<file path="config.mk">
export PLATFORM = sky130hd
export DESIGN_NAME = rhit_dp
export DESIGN_NICKNAME = d
export VERILOG_FILES = /design/src/hw/rtl/rhit_pkg.sv /design/src/hw/rtl/rhit_div.sv /design/src/hw/rtl/rhit_dp.sv
export SDC_FILE = /design/constraint.sdc
export NUM_CORES = 2
export LEC_CHECK = 0
export ABC_AREA = 0
export BUFFER_PORTS_ARGS = -buffer_cell sky130_fd_sc_hd__buf_2
export CORE_MARGIN = 2
export CORE_UTILIZATION = 27
export DETAILED_ROUTE_END_ITERATION = 6
export HOLD_SLACK_MARGIN = 0.06
export PLACE_DENSITY = 0.48
export SETUP_SLACK_MARGIN = 0.02
export SYNTH_ARGS = -nofsm -noshare
export SYNTH_HDL_FRONTEND = slang
export SYNTH_SLANG_ARGS = --single-unit
</file>
<file path="constraint.sdc">
create_clock -name clk -period 17.9 [get_ports clk]
set_clock_uncertainty 0.15 [all_clocks]
set_input_delay 4.475 -clock clk [delete_from_list [all_inputs] [get_ports clk]]
set_output_delay 4.475 -clock clk [all_outputs]
set_load 0.05 [all_outputs]
</file>
<file path="src/hw/rtl/rhit_pkg.sv">
`default_nettype none
package rhit_pkg;

  localparam int COORD_WIDTH_DEF = 16;

  typedef struct packed {
    logic               cmd;
    logic [1:0]         corner;
    logic signed [15:0] px;
    logic signed [15:0] py;
    logic signed [15:0] pz;
  } rhit_in_t;

  typedef struct packed {
    logic               hit;
    logic               parallel;
    logic signed [31:0] ix;
    logic signed [31:0] iy;
    logic signed [31:0] iz;
  } rhit_out_t;

  localparam logic CMD_LOAD = 1'b0;
  localparam logic CMD_TEST = 1'b1;

  // multiplier operand A sources
  typedef enum logic [2:0] {
    OPA_U, OPA_N, OPA_DLO, OPA_DHI, OPA_AM, OPA_AB, OPA_AD
  } opa_t;

  // multiplier operand B sources
  typedef enum logic [2:0] {
    OPB_V, OPB_C1, OPB_E, OPB_EABS, OPB_AB, OPB_AD
  } opb_t;

  typedef enum logic [3:0] {
    DST_NONE, DST_N0, DST_N1, DST_N2, DST_D, DST_NE,
    DST_PAB, DST_PAD, DST_AAB, DST_AAD
  } dst_t;

  typedef struct packed {
    logic       load;
    logic       capture;
    logic       mac;
    opa_t       a_sel;
    logic [1:0] a_idx;
    opb_t       b_sel;
    logic [1:0] b_idx;
    logic       clr;
    logic       neg;
    logic       shift;
    dst_t       dst;
    logic       div_start;
    logic       m_store;
    logic [1:0] coord;
    logic       fin_par;
    logic       fin_hit;
  } rhit_cmd_t;

  typedef struct packed {
    logic ne_zero;
    logic div_done;
  } rhit_stat_t;

endpackage
`default_nettype wire

</file>
<file path="src/hw/rtl/rhit_div.sv">
`default_nettype none
module rhit_div #(
  parameter int WIDTH = 70
) (
  input  wire logic             clk,
  input  wire logic             rst,
  input  wire logic             start,
  input  wire logic [WIDTH-1:0] num,
  input  wire logic [WIDTH-1:0] den,
  output logic                  done,
  output logic      [WIDTH-1:0] quot
);

  localparam int CNTW = $clog2(WIDTH + 1);

  logic [CNTW-1:0] cnt;
  logic            running;
  logic [WIDTH-1:0] rem;
  logic [WIDTH:0]   rem_sh;
  logic             fits;

  // restoring division, one quotient bit per cycle; quot doubles as the dividend shifter
  assign rem_sh = {rem, quot[WIDTH-1]};
  assign fits   = (rem_sh >= {1'b0, den});

  always_ff @(posedge clk) begin
    if (rst) begin
      running <= 1'b0;
      done    <= 1'b0;
      cnt     <= '0;
    end else begin
      done <= 1'b0;
      if (start) begin
        running <= 1'b1;
        cnt     <= CNTW'(WIDTH);
      end else if (running) begin
        cnt <= cnt - 1'b1;
        if (cnt == CNTW'(1)) begin
          running <= 1'b0;
          done    <= 1'b1;
        end
      end
    end
  end

  always_ff @(posedge clk) begin
    if (start) begin
      rem  <= '0;
      quot <= num;
    end else if (running) begin
      rem  <= fits ? WIDTH'(rem_sh - {1'b0, den}) : rem_sh[WIDTH-1:0];
      quot <= {quot[WIDTH-2:0], fits};
    end
  end

endmodule
`default_nettype wire

</file>
<file path="src/hw/rtl/rhit_dp.sv">
`default_nettype none
module rhit_dp
  import rhit_pkg::*;
#(
  parameter int COORD_WIDTH = COORD_WIDTH_DEF
) (
  input  wire logic clk,
  input  wire logic rst,
  input  rhit_in_t  item,
  input  rhit_cmd_t cmd,
  output rhit_stat_t stat,
  output rhit_out_t result
);

  localparam int W    = COORD_WIDTH;
  localparam int UW   = W + 1;
  localparam int NW   = 2 * W + 3;
  localparam int MAW  = (NW > 34) ? NW : 34;
  localparam int MBW  = W + 1;
  localparam int PW   = MAW + MBW;
  localparam int DLO  = MAW - 1;
  localparam int ACW  = (4 * W + 6 > PW + 2) ? 4 * W + 6 : PW + 2;
  localparam int XW   = (W > 16) ? W : 16;

  logic signed [W-1:0]   c [4][3];
  logic signed [W-1:0]   e [3];
  logic signed [NW-1:0]  n [3];
  logic signed [31:0]    m [3];
  logic signed [ACW-1:0] d_r, ne_r, pab, pad, aab, aad, acc, acc_next;

  logic signed [UW-1:0]  u [3], v [3], ab [3], ad [3];
  logic signed [33:0]    am [3];
  logic signed [MBW-1:0] eabs [3];
  logic [ACW-1:0]        absd, absne, dsh, quot;
  logic signed [MAW-1:0] opa;
  logic signed [MBW-1:0] opb;
  logic signed [PW-1:0]  prod;
  logic signed [ACW-1:0] pext;
  logic [1:0]            ai, bi;
  logic                  div_done;
  logic                  eneg;
  logic [31:0]           lim, mag;

  // low W bits of a field, sign taken from bit W-1
  function automatic logic signed [W-1:0] coord_of(input logic [15:0] f);
    logic [XW-1:0] t;
    t = XW'(f);
    return t[W-1:0];
  endfunction

  always_comb begin
    for (int i = 0; i < 3; i++) begin
      u[i]    = UW'(c[2][i]) - UW'(c[1][i]);
      v[i]    = UW'(c[0][i]) - UW'(c[1][i]);
      ab[i]   = UW'(c[1][i]) - UW'(c[0][i]);
      ad[i]   = UW'(c[3][i]) - UW'(c[0][i]);
      am[i]   = 34'(m[i]) - 34'(c[0][i]);
      eabs[i] = e[i][W-1] ? -MBW'(e[i]) : MBW'(e[i]);
    end
  end

  assign absd  = d_r[ACW-1] ? ACW'(-d_r) : ACW'(d_r);
  assign absne = ne_r[ACW-1] ? ACW'(-ne_r) : ACW'(ne_r);
  assign dsh   = absd >> DLO;
  assign ai    = (cmd.a_idx == 2'd3) ? 2'd2 : cmd.a_idx;
  assign bi    = (cmd.b_idx == 2'd3) ? 2'd2 : cmd.b_idx;

  always_comb begin
    case (cmd.a_sel)
      OPA_U:   opa = MAW'(u[ai]);
      OPA_N:   opa = MAW'(n[ai]);
      OPA_DLO: opa = {1'b0, absd[DLO-1:0]};
      OPA_DHI: opa = dsh[MAW-1:0];
      OPA_AM:  opa = MAW'(am[ai]);
      OPA_AB:  opa = MAW'(ab[ai]);
      OPA_AD:  opa = MAW'(ad[ai]);
      default: opa = '0;
    endcase
    case (cmd.b_sel)
      OPB_V:    opb = v[bi];
      OPB_C1:   opb = MBW'(c[1][bi]);
      OPB_E:    opb = MBW'(e[bi]);
      OPB_EABS: opb = eabs[bi];
      OPB_AB:   opb = ab[bi];
      OPB_AD:   opb = ad[bi];
      default:  opb = '0;
    endcase
  end

  assign prod     = opa * opb;
  assign pext     = ACW'(prod);
  assign acc_next = (cmd.clr ? '0 : (cmd.shift ? (acc <<< DLO) : acc))
                    + (cmd.neg ? -pext : pext);

  always_ff @(posedge clk) begin
    if (rst) begin
      for (int k = 0; k < 4; k++) begin
        for (int i = 0; i < 3; i++) begin
          c[k][i] <= '0;
        end
      end
    end else if (cmd.load) begin
      c[item.corner][0] <= coord_of(item.px);
      c[item.corner][1] <= coord_of(item.py);
      c[item.corner][2] <= coord_of(item.pz);
    end
  end

  always_ff @(posedge clk) begin
    if (cmd.capture) begin
      e[0] <= coord_of(item.px);
      e[1] <= coord_of(item.py);
      e[2] <= coord_of(item.pz);
    end
    if (cmd.mac) begin
      acc <= acc_next;
      case (cmd.dst)
        DST_N0:  n[0] <= NW'(acc_next);
        DST_N1:  n[1] <= NW'(acc_next);
        DST_N2:  n[2] <= NW'(acc_next);
        DST_D:   d_r  <= acc_next;
        DST_NE:  ne_r <= acc_next;
        DST_PAB: pab  <= acc_next;
        DST_PAD: pad  <= acc_next;
        DST_AAB: aab  <= acc_next;
        DST_AAD: aad  <= acc_next;
        default: ;
      endcase
    end
    if (cmd.m_store) begin
      m[cmd.coord] <= eneg ? -$signed(mag) : $signed(mag);
    end
    if (cmd.fin_par) begin
      result <= '{hit: 1'b0, parallel: 1'b1, ix: '0, iy: '0, iz: '0};
    end else if (cmd.fin_hit) begin
      result.hit      <= (pab > 0) && (pab < aab) && (pad > 0) && (pad < aad);
      result.parallel <= 1'b0;
      result.ix       <= m[0];
      result.iy       <= m[1];
      result.iz       <= m[2];
    end
  end

  // saturate the quotient magnitude; the negative side reaches one further
  assign eneg = e[(cmd.coord == 2'd3) ? 2'd2 : cmd.coord][W-1];
  assign lim  = eneg ? 32'h8000_0000 : 32'h7FFF_FFFF;
  assign mag  = (quot > ACW'(lim)) ? lim : quot[31:0];

  rhit_div #(.WIDTH(ACW)) u_div (
    .clk   (clk),
    .rst   (rst),
    .start (cmd.div_start),
    .num   (ACW'(acc <<< 1) + absne),
    .den   (absne << 1),
    .done  (div_done),
    .quot  (quot)
  );

  assign stat.ne_zero  = (ne_r == '0);
  assign stat.div_done = div_done;

endmodule
`default_nettype wire

</file>
==> results_dict.tcl <==
set metrics [dict create \
    status "completed" \
    track_usage 0.198 \
    finalSetupViolations 0 \
    drive_gt1_frac 0.121 \
    gp_congestion 0.958 \
    final_cell_mix "inv_1 (1,084), edfxtp_1 (1,001), nor2_1 (922)" \
    cts_inserted_buffers 144 \
    boundaryPins 179 \
    finalNonFillerCells 16428 \
    start_util 0.271 \
    slew_headroom 0.0423 \
    max_cap_viol_count 0 \
    cts_tree "yes" \
    cts-root-buf "clkbuf_16" \
    detail_route.first_pass.iterations 6 \
    yosysWarningCount 0 \
    synth_edf_count 1001 \
    wl_um 383000 \
    slowest_stage "fa_1" \
    worst_slew_pin_slew_ps 1420 \
    syn2layout_area_growth_pct 16.8 \
    drc 0 \
    vias_per_cell 5.00 \
    slowest_delay_ps 650 \
    syn-instance-count 10650 \
    path_buf_inv 10 \
    crit_type "in -> reg" \
    path_delay_family "compound AO/OA/AOI/OAI gates" \
    gr-total-overflow 0 \
    core_region_area_um2 372000 \
    startpoint_type "primary input" \
    syn_nets 12107 \
    antenna_found_initial 39 \
    postRouteAntennaNets 0 \
    ys_seq_area_frac 0.332 \
    hpwlAfterDp_um 312000 \
    cts_hold_buf 0 \
    crit_top_cell "fa_1" \
    grt_pass1_vias 80377 \
    clkSlewWorstSetupHoldPaths_ps 60 \
    ys_types 98 \
    max_freq_mhz 57.9 \
    rsz0062_at_grt "no" \
    cts_max_path_buffers 4 \
    avgSynthCellArea_um2 9.49 \
    finalMaxSlewViolations 0 \
    htreeDepth 4 \
    final_common_cell "inv_1" \
    placed_cells_incl_taps 16164 \
    async_reset_ff_frac 0 \
    dieArea_um2 379000 \
    cp-end-kind "register" \
    yosys_register_bits 1178 \
    fin_nets 12797 \
    synth_ff_type "edfxtp_1" \
    path_max_fanout 21 \
    vias 82078 \
    hold_violations 0 \
    dpl_worst_slack_ps -182 \
    hp-class "reg -> reg" \
    netlist_area_um2 101000 \
    critPathRequiredTime_ps 18350 \
    die_w_um 616 \
    worst_slack_ps 626 \
    fp-row-count 224 \
    final.period_utilization 0.965 \
    clock-sinks 1178 \
    worstPathArrival_ps 17730 \
    clk_latency_ps 850 \
    grt_pass1_wl_um 558000 \
    die_y_um 616 \
    io_buffers 177 \
    min_period_ps 17270 \
    dr.first_iter.drc_count 7087 \
    wl_per_cell_um 23.3 \
    grt_max_degree 87 \
]
==> cells by family after synthesis <==
kind of cell,after synthesis,share of synthesized area
and+or+nand+nor,3115,0.149
xor gates and xnor gates,682,0.0592
buffers and inverters,1525,0.0567
muxes,321,0.0333
adders and majority gates,1378,0.214
AOI/OAI and AO/OA,2451,0.155
DFF,1178,0.332
==> final timing paths <==
check,startpoint,endpoint,slack (ps),depth (start not counted)
max,cmd[18],d_r[65],630,51
min,result[96],result[96],330,1
max reg2reg,c[0][17],d_r[65],2130,58
min reg2reg,result[96],result[96],330,1
==> cells in the mapped netlist, types with 71 or more instances <==
| master | number | share of area |
|---|---|---|
| o21ai_0 | 523 | 0.026 |
| and2_1 | 338 | 0.021 |
| o21bai_1 | 76 | 0.0056 |
| o31ai_1 | 78 | 0.0058 |
| xnor2_1 | 415 | 0.036 |
| clkbuf_1 | 393 | 0.015 |
| nand2_1 | 797 | 0.030 |
| nand3_1 | 118 | 0.0058 |
| mux2_2 | 71 | 0.0079 |
| nand2b_1 | 120 | 0.0074 |
| mux2i_1 | 244 | 0.024 |
| a21oi_1 | 708 | 0.035 |
| nor2b_1 | 165 | 0.010 |
| nor2_1 | 931 | 0.035 |
| a31oi_1 | 85 | 0.0053 |
| o21a_1 | 85 | 0.0063 |
| ha_1 | 793 | 0.098 |
| a211oi_1 | 141 | 0.010 |
| xor2_1 | 266 | 0.023 |
| fa_1 | 585 | 0.12 |
| o211ai_1 | 76 | 0.0056 |
| nor3_1 | 152 | 0.0075 |
| inv_1 | 1085 | 0.040 |
| a21o_1 | 294 | 0.022 |
| dfxtp_1 | 177 | 0.035 |
| edfxtp_1 | 1001 | 0.30 |
| nor4_1 | 78 | 0.0048 |
| and3_1 | 78 | 0.0048 |
| or3_1 | 73 | 0.0045 |
| nand4_1 | 118 | 0.0073 |
==> cell type report <==
cell class / count / area, um^2
repair buffers: 981 / 7560
clock buffers: 168 / 3820
well taps: 4972 / 6220
clock inverters: 81 / 693
multi-input cells: 7947 / 62000
diodes: 13 / 32.5
fillers: 39084 / 254000
flip-flops and latches: 1178 / 33600
inverters: 1088 / 4080
==> per-layer routing <==
metal  wire length [um]  track usage
met5                 23            0
met4              16500       0.0760
met3              20300       0.0257
met2             176000        0.321
met1             171000        0.268
==> metrics by stage <==
stage	setup TNS, ps	area [um^2]	utilization	hold WS (ps)
after floorplan	0	101000	-	313
after global placement	-1650	113000	0.305	299
after detailed placement	-3680	113000	0.305	317
after CTS	0	118000	0.317	331
after global routing	0	118000	0.317	348
final	0	118000	0.317	327
==> registers in the layout (all words and copies together) (netlist names) <==
signal and cells:
u_div.running 1, result 98, u_div.cnt 7, pab 70, n 105, c 192
aad 70, d_r 70, ne_r 70, acc 70, aab 70, u_div.quot 70
u_div.done 1, m 96, e 48, pad 70, u_div.rem 70
==> repair_timing <==
action / 4_1_cts / 5_1_grt
buffers inserted: 0 / 2
setup endpoints to repair: 0 / 28
gates resized for setup: 0 / 4
Power is left out: the tool's default activity adds up to more than one toggle a clock period on the data nets, which glitch-free logic cannot reach.
